`src/shs_pkg.sv`:
```
// ----------------------------------------------------------------------------
// shs_pkg
// shared types, constants and round functions of the sha-256 stream hasher
// ----------------------------------------------------------------------------
package shs_pkg;

  localparam int unsigned BlockBits = 512;
  localparam int unsigned WordBits  = 32;
  localparam int unsigned LenBits   = 64;
  localparam int unsigned MsgBits   = 61;

  localparam logic [5:0] LEN_FILL   = 6'd56;
  localparam logic [5:0] LAST_FILL  = 6'd63;
  localparam logic [5:0] LAST_ROUND = 6'd63;
  localparam logic [2:0] LAST_IDX   = 3'd7;
  localparam logic [7:0] PAD_BYTE   = 8'h80;

  localparam logic [31:0] ROUND_K [64] = '{
    32'h428a2f98, 32'h71374491, 32'hb5c0fbcf, 32'he9b5dba5,
    32'h3956c25b, 32'h59f111f1, 32'h923f82a4, 32'hab1c5ed5,
    32'hd807aa98, 32'h12835b01, 32'h243185be, 32'h550c7dc3,
    32'h72be5d74, 32'h80deb1fe, 32'h9bdc06a7, 32'hc19bf174,
    32'he49b69c1, 32'hefbe4786, 32'h0fc19dc6, 32'h240ca1cc,
    32'h2de92c6f, 32'h4a7484aa, 32'h5cb0a9dc, 32'h76f988da,
    32'h983e5152, 32'ha831c66d, 32'hb00327c8, 32'hbf597fc7,
    32'hc6e00bf3, 32'hd5a79147, 32'h06ca6351, 32'h14292967,
    32'h27b70a85, 32'h2e1b2138, 32'h4d2c6dfc, 32'h53380d13,
    32'h650a7354, 32'h766a0abb, 32'h81c2c92e, 32'h92722c85,
    32'ha2bfe8a1, 32'ha81a664b, 32'hc24b8b70, 32'hc76c51a3,
    32'hd192e819, 32'hd6990624, 32'hf40e3585, 32'h106aa070,
    32'h19a4c116, 32'h1e376c08, 32'h2748774c, 32'h34b0bcb5,
    32'h391c0cb3, 32'h4ed8aa4a, 32'h5b9cca4f, 32'h682e6ff3,
    32'h748f82ee, 32'h78a5636f, 32'h84c87814, 32'h8cc70208,
    32'h90befffa, 32'ha4506ceb, 32'hbef9a3f7, 32'hc67178f2
  };

  localparam logic [31:0] H_INIT [8] = '{
    32'h6a09e667, 32'hbb67ae85, 32'h3c6ef372, 32'ha54ff53a,
    32'h510e527f, 32'h9b05688c, 32'h1f83d9ab, 32'h5be0cd19
  };

  // source of the byte shifted into the block buffer
  typedef enum logic [1:0] {
    BYTE_DATA,
    BYTE_PAD,
    BYTE_ZERO
  } byte_sel_t;

  // commands from controller to datapath
  typedef struct packed {
    logic       shift_byte;
    byte_sel_t  byte_sel;
    logic       count_byte;
    logic       shift_len;
    logic       load_work;
    logic       round_en;
    logic [5:0] rnd;
    logic       update;
    logic       restart;
    logic [2:0] idx;
  } shs_cmd_t;

  function automatic logic [31:0] big_sigma0(input logic [31:0] x);
    return {x[1:0], x[31:2]} ^ {x[12:0], x[31:13]} ^ {x[21:0], x[31:22]};
  endfunction

  function automatic logic [31:0] big_sigma1(input logic [31:0] x);
    return {x[5:0], x[31:6]} ^ {x[10:0], x[31:11]} ^ {x[24:0], x[31:25]};
  endfunction

  function automatic logic [31:0] small_sigma0(input logic [31:0] x);
    return {x[6:0], x[31:7]} ^ {x[17:0], x[31:18]} ^ {3'b000, x[31:3]};
  endfunction

  function automatic logic [31:0] small_sigma1(input logic [31:0] x);
    return {x[16:0], x[31:17]} ^ {x[18:0], x[31:19]} ^ {10'b0, x[31:10]};
  endfunction

endpackage

```
`src/shs_ctrl.sv`:
```
// ----------------------------------------------------------------------------
// shs_ctrl
// sequencer: byte intake, padding, round counting and digest output
// ----------------------------------------------------------------------------
module shs_ctrl
  import shs_pkg::*;
(
  input  logic     clk,
  input  logic     rst,
  input  logic     in_valid,
  output logic     in_stall,
  input  logic     op,
  output logic     out_valid,
  input  logic     out_stall,
  output shs_cmd_t cmd
);

  typedef enum logic [2:0] {
    S_IDLE,
    S_PAD,
    S_ROUND,
    S_UPDATE,
    S_EMIT
  } state_t;

  state_t     state;
  logic [5:0] fill;
  logic [5:0] rnd;
  logic [2:0] idx;
  logic       padding;
  logic       fin;

  logic in_acc;
  logic out_acc;

  assign in_stall  = (state != S_IDLE);
  assign out_valid = (state == S_EMIT);
  assign in_acc    = in_valid && !in_stall;
  assign out_acc   = out_valid && !out_stall;

  always_comb begin
    cmd            = '0;
    cmd.byte_sel   = BYTE_DATA;
    cmd.rnd        = rnd;
    cmd.idx        = idx;
    unique case (state)
      S_IDLE: begin
        if (in_acc) begin
          cmd.shift_byte = 1'b1;
          cmd.byte_sel   = op ? BYTE_PAD : BYTE_DATA;
          cmd.count_byte = !op;
          cmd.load_work  = (fill == LAST_FILL);
        end
      end
      S_PAD: begin
        if (fill == LEN_FILL) begin
          cmd.shift_len = 1'b1;
          cmd.load_work = 1'b1;
        end else begin
          cmd.shift_byte = 1'b1;
          cmd.byte_sel   = BYTE_ZERO;
          cmd.load_work  = (fill == LAST_FILL);
        end
      end
      S_ROUND:  cmd.round_en = 1'b1;
      S_UPDATE: cmd.update   = 1'b1;
      S_EMIT:   cmd.restart  = out_acc && (idx == LAST_IDX);
      default:  cmd = '0;
    endcase
  end

  always_ff @(posedge clk) begin
    if (rst) begin
      state   <= S_IDLE;
      fill    <= '0;
      rnd     <= '0;
      idx     <= '0;
      padding <= 1'b0;
      fin     <= 1'b0;
    end else begin
      unique case (state)
        S_IDLE: begin
          if (in_acc) begin
            fill    <= fill + 6'd1;
            padding <= op;
            rnd     <= '0;
            if (fill == LAST_FILL) begin
              state <= S_ROUND;
            end else if (op) begin
              state <= S_PAD;
            end
          end
        end
        S_PAD: begin
          rnd <= '0;
          if (fill == LEN_FILL) begin
            fill  <= '0;
            fin   <= 1'b1;
            state <= S_ROUND;
          end else begin
            fill <= fill + 6'd1;
            if (fill == LAST_FILL) begin
              state <= S_ROUND;
            end
          end
        end
        S_ROUND: begin
          rnd <= rnd + 6'd1;
          if (rnd == LAST_ROUND) begin
            state <= S_UPDATE;
          end
        end
        S_UPDATE: begin
          idx <= '0;
          priority if (fin) begin
            state <= S_EMIT;
          end else if (padding) begin
            state <= S_PAD;
          end else begin
            state <= S_IDLE;
          end
        end
        S_EMIT: begin
          if (out_acc) begin
            idx <= idx + 3'd1;
            if (idx == LAST_IDX) begin
              fin     <= 1'b0;
              padding <= 1'b0;
              state   <= S_IDLE;
            end
          end
        end
        default: state <= S_IDLE;
      endcase
    end
  end

  // a block is only compressed once the buffer has wrapped back to empty
  a_fill_empty_in_rounds: assert property (@(posedge clk) disable iff (rst)
    state == S_ROUND |-> fill == 6'd0)
    else $error("compression started with a partly filled buffer");

  a_round_starts_at_zero: assert property (@(posedge clk) disable iff (rst)
    (state == S_ROUND && $past(state) != S_ROUND) |-> rnd == 6'd0)
    else $error("round counter not cleared at block start");

  a_emit_starts_at_zero: assert property (@(posedge clk) disable iff (rst)
    $rose(state == S_EMIT) |-> (idx == 3'd0 && fin))
    else $error("digest output entered out of order");

  a_emit_only_after_update: assert property (@(posedge clk) disable iff (rst)
    $rose(state == S_EMIT) |-> $past(state) == S_UPDATE)
    else $error("digest shown before final hash update");

endmodule

```
`src/shs_datapath.sv`:
```
// ----------------------------------------------------------------------------
// shs_datapath
// block buffer and message schedule window, round logic, hash state
// ----------------------------------------------------------------------------
module shs_datapath
  import shs_pkg::*;
(
  input  logic        clk,
  input  logic        rst,
  input  shs_cmd_t    cmd,
  input  logic [7:0]  data_byte,
  output logic [31:0] digest_word,
  output logic [2:0]  word_index,
  output logic        last_word
);

  logic [BlockBits-1:0] blk;
  logic [MsgBits-1:0]   msg_bytes;
  logic [31:0]          hash [8];
  logic [31:0]          wk   [8];

  logic [7:0]  byte_in;
  logic [31:0] w_cur;
  logic [31:0] w_new;
  logic [31:0] t1;
  logic [31:0] t2;
  logic [LenBits-1:0] bit_len;

  assign bit_len = {msg_bytes, 3'b000};

  always_comb begin
    unique case (cmd.byte_sel)
      BYTE_DATA: byte_in = data_byte;
      BYTE_PAD:  byte_in = PAD_BYTE;
      BYTE_ZERO: byte_in = 8'h00;
      default:   byte_in = 8'h00;
    endcase
  end

  // window word j sits j words below the top end, word 0 is the current round's word
  assign w_cur = blk[511:480];
  assign w_new = blk[511:480] + small_sigma0(blk[479:448]) + blk[223:192]
               + small_sigma1(blk[63:32]);

  assign t1 = wk[7] + big_sigma1(wk[4]) + ((wk[4] & wk[5]) ^ (~wk[4] & wk[6]))
            + ROUND_K[cmd.rnd] + w_cur;
  assign t2 = big_sigma0(wk[0]) + ((wk[0] & wk[1]) ^ (wk[0] & wk[2]) ^ (wk[1] & wk[2]));

  always_ff @(posedge clk) begin
    if (cmd.shift_byte) begin
      blk <= {blk[BlockBits-9:0], byte_in};
    end else if (cmd.shift_len) begin
      blk <= {blk[BlockBits-LenBits-1:0], bit_len};
    end else if (cmd.round_en) begin
      blk <= {blk[BlockBits-WordBits-1:0], w_new};
    end
  end

  always_ff @(posedge clk) begin
    if (cmd.load_work) begin
      for (int i = 0; i < 8; i++) begin
        wk[i] <= hash[i];
      end
    end else if (cmd.round_en) begin
      wk[0] <= t1 + t2;
      wk[1] <= wk[0];
      wk[2] <= wk[1];
      wk[3] <= wk[2];
      wk[4] <= wk[3] + t1;
      wk[5] <= wk[4];
      wk[6] <= wk[5];
      wk[7] <= wk[6];
    end
  end

  always_ff @(posedge clk) begin
    if (rst || cmd.restart) begin
      msg_bytes <= '0;
      for (int i = 0; i < 8; i++) begin
        hash[i] <= H_INIT[i];
      end
    end else begin
      if (cmd.count_byte) begin
        msg_bytes <= msg_bytes + {{(MsgBits-1){1'b0}}, 1'b1};
      end
      if (cmd.update) begin
        for (int i = 0; i < 8; i++) begin
          hash[i] <= hash[i] + wk[i];
        end
      end
    end
  end

  assign digest_word = hash[cmd.idx];
  assign word_index  = cmd.idx;
  assign last_word   = (cmd.idx == LAST_IDX);

endmodule

```
`src/sha256_stream_hasher_core.sv`:
```
// ----------------------------------------------------------------------------
// sha256_stream_hasher_core
// sha-256 over a byte stream, eight digest words per finished message
// ----------------------------------------------------------------------------
// usage
//   input channel: in_valid / in_stall with op and data_byte. op 0 absorbs
//   one message byte, op 1 finishes the message. an item is taken when
//   in_valid is high and in_stall is low.
//   output channel: out_valid / out_stall with digest_word, word_index and
//   last_word. a finish gives eight items, word 0 (most significant) first,
//   last_word set on word 7.
// sequence
//   absorb items are taken back to back while idle; the 64th byte of a
//   block starts the 64 rounds plus the hash update, with in_stall high.
//   a finish pads one zero byte a cycle up to byte 56, then shifts in
//   the length and compresses the block; when the pad byte falls past
//   byte 55 the block is first zero-filled to its end and compressed.
//   the first digest word shows in the cycle after the last hash update.
// stall and reset
//   in_stall is high whenever the block is not idle; digest words hold
//   while out_stall is high, no new item is taken until word 7 has left.
//   rst (synchronous, active high) loads the initial hash value and clears
//   the length and fill counters; the block buffer needs no reset.
// ----------------------------------------------------------------------------
module sha256_stream_hasher_core
  import shs_pkg::*;
(
  input  logic        clk,
  input  logic        rst,
  // input items
  input  logic        in_valid,
  output logic        in_stall,
  input  logic        op,
  input  logic [7:0]  data_byte,
  // digest items
  output logic        out_valid,
  input  logic        out_stall,
  output logic [31:0] digest_word,
  output logic [2:0]  word_index,
  output logic        last_word
);

  // command bundle from the sequencer to the datapath
  shs_cmd_t cmd;

  // sequencer: fill count, padding steps, round count, output index
  shs_ctrl u_ctrl (
    .clk       (clk),
    .rst       (rst),
    .in_valid  (in_valid),
    .in_stall  (in_stall),
    .op        (op),
    .out_valid (out_valid),
    .out_stall (out_stall),
    .cmd       (cmd)
  );

  // datapath: block buffer doubling as schedule window, round unit, hash
  shs_datapath u_datapath (
    .clk         (clk),
    .rst         (rst),
    .cmd         (cmd),
    .data_byte   (data_byte),
    .digest_word (digest_word),
    .word_index  (word_index),
    .last_word   (last_word)
  );

endmodule

```
`config.mk`:
```
export PLATFORM = sky130hd
export DESIGN_NAME = sha256_stream_hasher_core
export DESIGN_NICKNAME = d
export VERILOG_FILES = /design/src/shs_pkg.sv /design/src/shs_ctrl.sv /design/src/shs_datapath.sv /design/src/sha256_stream_hasher_core.sv
export SDC_FILE = /design/constraint.sdc
export NUM_CORES = 2
export LEC_CHECK = 0
export BUFFER_PORTS_ARGS = -buffer_cell sky130_fd_sc_hd__buf_2
export CAP_MARGIN = 30
export CORE_MARGIN = 2
export CORE_UTILIZATION = 38
export DETAILED_ROUTE_END_ITERATION = 12
export GPL_TIMING_DRIVEN = 0
export PLACE_DENSITY = 0.55
export REMOVE_ABC_BUFFERS = 1
export SYNTH_ARGS = -nofsm -noshare
export SYNTH_HDL_FRONTEND = slang
export SYNTH_SLANG_ARGS = --single-unit
```
`constraint.sdc`:
```
create_clock -name clk -period 20.5 [get_ports clk]
set_clock_uncertainty 0.2 [all_clocks]
set_input_delay 4.1 -clock clk [delete_from_list [all_inputs] [get_ports clk]]
set_output_delay 4.1 -clock clk [all_outputs]
set_load 0.005 [all_outputs]
```
### Word-level counts from Yosys, hierarchy flattened

Memory sizes are Yosys's and may differ from the RTL's.
Index checks and enable logic that the tools add are counted.

| cells by class | value |
|---|---|
| reduce and logical (&&, ||, !) cells | 23 |
| eq/ne operators | 17 |
| magnitude comparators | 1 |
| mux-type cells | 71 |
| add/subtract/negate cells | 22 |
| bitwise gates (word level) | 34 |

Operator list:

| cell | number |
|---|---|
| $mux W512 | 3 |
| $add A32 B32 Y32 | 18 |
| $mux W32 | 18 |
| $xor A32 B32 Y32 | 9 |
| $and A32 B32 Y32 | 5 |
| $add A61 B1 Y61 const B | 1 |
| $mux W3 | 12 |
| $not A32 Y32 | 1 |
| $xor A32 B22 Y32 | 1 |
| $xor A32 B29 Y32 | 1 |
| $mux W1 | 24 |
| $mux W6 | 4 |
| $eq A6 B6 Y1 const B | 3 |
| $pmux W6 S3 | 1 |
| $or A1 B1 Y1 | 16 |
| $pmux W8 S2 | 1 |
| $pmux W3 S5 | 1 |
| $add A6 B1 Y6 const B | 2 |
| $pmux W3 S2 | 2 |
| $pmux W6 S2 | 1 |
| $eq A3 B3 Y1 const B | 3 |
| $reduce_bool A3 Y1 | 3 |
| $reduce_and A4 Y1 | 2 |
| $reduce_bool A2 Y1 | 4 |
| other kinds (20) | 32 |

| word-level totals | value |
|---|---|
| input port bits | 13 |
| memory bits (writable) | 512 |
| bits in registers | 593 |
| memories kept | 3 |
| ROM bits | 2048 |

Memory list:

| memory | words | bits a word | rd ports | clocked after Yosys merged registers in | wr ports | RTL line | text |
|---|---|---|---|---|---|---|---|
| (no name shown) | 64 | 32 | 1 | 0 | 0 | shs_datapath.sv:46 | `+ ROUND_K[cmd.rnd] + w_cur;` |
| u_datapath.hash | 8 | 32 | 9 | 0 | 8 | shs_datapath.sv:19 | `logic [31:0] hash [8];` |
| u_datapath.wk | 8 | 32 | 8 | 0 | 8 | shs_datapath.sv:20 | `logic [31:0] wk [8];` |

### Longest topological paths before layout

| depth | value |
|---|---|
| depth in word-level cells | 11 |
| depth in mapped cells | 44 |
| gate-level depth less buffers | 41 |

### By module

From an unflattened synthesis, not the netlist that was laid out.

| unflattened totals | value |
|---|---|
| cell total of the unflattened synthesis | 8010 |
| area total of the unflattened synthesis | 79060.8 µm² |

Modules (own cells, without submodules):

| module | cells an instance | instances | sequential area each (µm²) | area each (µm²) |
|---|---|---|---|---|
| shs_datapath | 7865 | 1 | 31970.7 | 77797.1 |
| shs_ctrl | 145 | 1 | 400.4 | 1263.7 |

### Worst setup path after synthesis

OpenSTA, ideal clock, no wires.

| path | value |
|---|---|
| path kind | input -> register |
| start point | input port in_valid |
| end point | register u_datapath.blk[0], enable pin |
| buffers on the path | 0 |
| library setup time | 3.632 ns |
| setup slack | 3.835 ns |
| cell stages on the path | 2 |
| data arrival time | 12.832 ns |
| cells stage by stage | o21ai_1 -> nand2_1 |

| between the ends | value |
|---|---|
| word-level cells in the longest chain between the ends | 4 |

Ends and longest elaborated chain:

| element | RTL line | text |
|---|---|---|
| from (decl) | sha256_stream_hasher_core.sv:31 | `input logic in_valid,` |
| $logic_and A1 B1 Y1 | shs_ctrl.sv:38 | `assign in_acc = in_valid && !in_stall;` |
| $mux W4 | shs_ctrl.sv:48 | `if (in_acc) begin` |
| $pmux W3 S2 | shs_ctrl.sv:46 | `unique case (state)` |
| $reduce_bool A3 Y1 (no line) | -- |  |
| to (signal assigned) | shs_datapath.sv:51 | `blk <= {blk[BlockBits-9:0], byte_in};` |
| to (signal assigned) | shs_datapath.sv:53 | `blk <= {blk[BlockBits-LenBits-1:0], bit_len};` |
| to (signal assigned) | shs_datapath.sv:55 | `blk <= {blk[BlockBits-WordBits-1:0], w_new};` |
| to (decl) | shs_datapath.sv:17 | `logic [BlockBits-1:0] blk;` |

Every way passes these cells.
A chain may end at the register's enable or synchronous reset.

==> results.toml <==
[clock_network]
postCtsSetupBuffers = 0
cts_buffers = 137
clk_latency_ns = 0.80
cts_buffer_depth = 3
cts_resized = 0
clk_pin_slew_ns = 0.06
hold_buffers = 0
clkSinkCount = 1105
htree_levels = 4
cts_tree = "yes"
cts-root-buf = "clkbuf_16"

[global_route]
grt_max_degree = 100
grt.total_usage_pct = 23.57
gr-total-overflow = 0
grt_pass1_vias = 60760
antenna_found_initial = 6
grt_pass1_wl_um = 379500

[route]
routed_wl_um = 252000
ant_nets = 0
drt-pass1-iter-count = 7
wire_per_inst_um = 22.38
viasPerCell = 5.633
vias = 63420
post-route-drc-count = 0
drtIter0Drc = 6654

[synthesis]
async_flop_share_pct = 0
ys_ff_latch = 1105
synth_cell_types = 88
synth-main-ff-cell = "edfxtp_1"
yosysTopAreaCell = "edfxtp_1"
synth_edf_count = 1024
synthTopCellsByArea = "edfxtp_1 40%, nand2_1 9.3%, ha_1 6.4%, fa_1 5.0%, nor2_1 4.5%"
yosysSeqAreaShare_pct = 41.61
syn_area_per_cell_um2 = 8.888
yosys_warnings = 0
syn_inst = 8754
synth_top_area_share_pct = 39.52
synth_area_um2 = 77800

[worst_setup_path]
crit_required_ns = 20.82
arrival_ns = 13.29
slowest_delay_ns = 0.82
slowest_stage = "a32oi_1"
crit_path_start_kind = "flop"
worst-setup-path-type = "reg2reg"
crit_path_end_kind = "flop"
worstPathMaxFanout = 20

[timing]
fmax_ghz = 0.07712
slew_headroom_pct = 25.77
hold_viol_final = 0
worst_slew_pin_slew_ns = 1.099
final.period_utilization_pct = 63.25
drv_slew = 0
setup_viol = 0
period_minus_slack_ns = 12.97
rsz0062_at_grt = "false"

[run_status]
outcome = "finished, final reports clean"

[min_path]
hold_class = "reg2reg"

[finish]
final_util_pct = 42.00
drive_above_1_share_pct = 5.310
layout_common_cells = "1914 x nand2_1, 1024 x edfxtp_1, 931 x nor2_1"
final_nets = 9067
final_common_cell = "nand2_1"
syn_to_final_growth_pct = 10.22

[die]
fp.coreArea_um2 = 204200
die_area_um2 = 208400
die_w_um = 456.5
ios = 51
rows = 166
die-height_um = 456.5
start_util_pct = 38.11

[placed_design]
gp_congestion = 0.9257
detailed_place_hpwl_um = 186600
numPortBuffers = 50

[run]
cap_violations = 0
==> per-stage QoR <==
stage	TNS (ns)	hold slack, ns	area, um^2	instances	setup slack, ns
after detailed placement	0	0.2595	81480	11010	7.975
after global routing	0	0.2821	85750	11260	7.158
final	0	0.2673	85750	11260	7.533
after CTS	0	0.2664	85750	11260	7.964
after floorplan	-1265.42	0.2418	75670	8193	-2.293
after global placement	-	0.2585	79280	10930	-21.46
==> synthesized netlist by cell type, types with 15 or more instances <==
cell / number
o21bai_1: 36
xnor2_1: 385
a31oi_1: 537
o31ai_1: 27
clkbuf_1: 511
fa_1: 195
mux2_2: 83
a21o_1: 147
buf_1: 45
nand2b_1: 62
a211oi_1: 84
and3_1: 35
o211ai_1: 29
nand3_1: 190
mux2i_1: 20
xor2_1: 231
dfxtp_1: 81
ha_1: 395
nor2_1: 933
maj3_1: 22
and2_1: 21
edfxtp_1: 1024
nor3_1: 105
o21a_1: 60
nand2_1: 1923
nor2b_1: 94
a21oi_1: 408
inv_1: 309
o22ai_1: 15
nand4_1: 38
o21ai_1: 18
or3_1: 40
o21ai_0: 412
==> kinds of logic (layout without fill, tap and decap cells) <==
family | Yosys count | after routing | synth area share [%]
xor gates and xnor gates | 617 | 617 | 6.965
buffers and inverters | 873 | 688 | 4.246
DFF | 1105 | 1105 | 41.61
and+or+nand+nor | 3508 | 3508 | 18.69
AOI/OAI and AO/OA | 1936 | 1936 | 15.38
adders and majority gates | 612 | 612 | 11.65
muxes | 103 | 103 | 1.459
other | 0 | 2 | 0
==> worst max-delay path, delay by kind of cell (launching register included) <==
kind                     cells  cell delay [ns]
AO/OA/AOI/OAI               18             4.91
XOR/XNOR                     2             0.86
adder cells (fa/ha/maj)      8             3.42
buffers and inverters        5             1.19
flip-flops                   1             0.55
AND/OR/NAND/NOR              5             1.54
==> registers in the layout, indices dropped and copies added, names as in the netlist <==
signal                count
u_ctrl.rnd                6
u_ctrl.padding            1
u_datapath.blk          512
u_ctrl.fill               6
u_datapath.hash         256
u_datapath.msg_bytes     61
u_ctrl.state              3
u_ctrl.fin                1
u_datapath.wk           256
u_ctrl.idx                3
==> metal layers <==
| metal | GRT usage [%] | share of wire (%) |
|---|---|---|
| met1 | 31.92 | 43 |
| met2 | 37.55 | 46 |
| met4 | 8.469 | 3.6 |
| met3 | 4.429 | 7.0 |
| met5 | 0 | 0.0052 |
==> area by class of cell <==
| cell class | instances | area (um^2) |
|---|---|---|
| antenna | 2 | 5.005 |
| clock buffer | 183 | 3664 |
| clock inverter | 61 | 598.1 |
| fill | 20080 | 118400 |
| inverter | 312 | 1172 |
| multi-input combinational | 6776 | 42280 |
| sequential | 1105 | 32380 |
| tap | 2688 | 3363 |
| timing repair buffer | 132 | 2287 |
==> final timing paths <==
path                                                    from                             end  slack (ns)  cells after the start
worst max-delay path            u_ctrl.state[0]$_SDFFE_PP0P_  u_datapath.wk[0][30]$_DFFE_PP_        7.53                     38
worst min-delay path             u_ctrl.padding$_SDFFE_PP0P_     u_ctrl.padding$_SDFFE_PP0P_        0.27                      2
worst max register to register  u_ctrl.state[0]$_SDFFE_PP0P_  u_datapath.wk[0][30]$_DFFE_PP_        7.53                     38
worst min register to register   u_ctrl.padding$_SDFFE_PP0P_     u_ctrl.padding$_SDFFE_PP0P_        0.27                      2
Power is left out: the tool's default activity adds up to more than one toggle a clock period on the data nets, which glitch-free logic cannot reach.
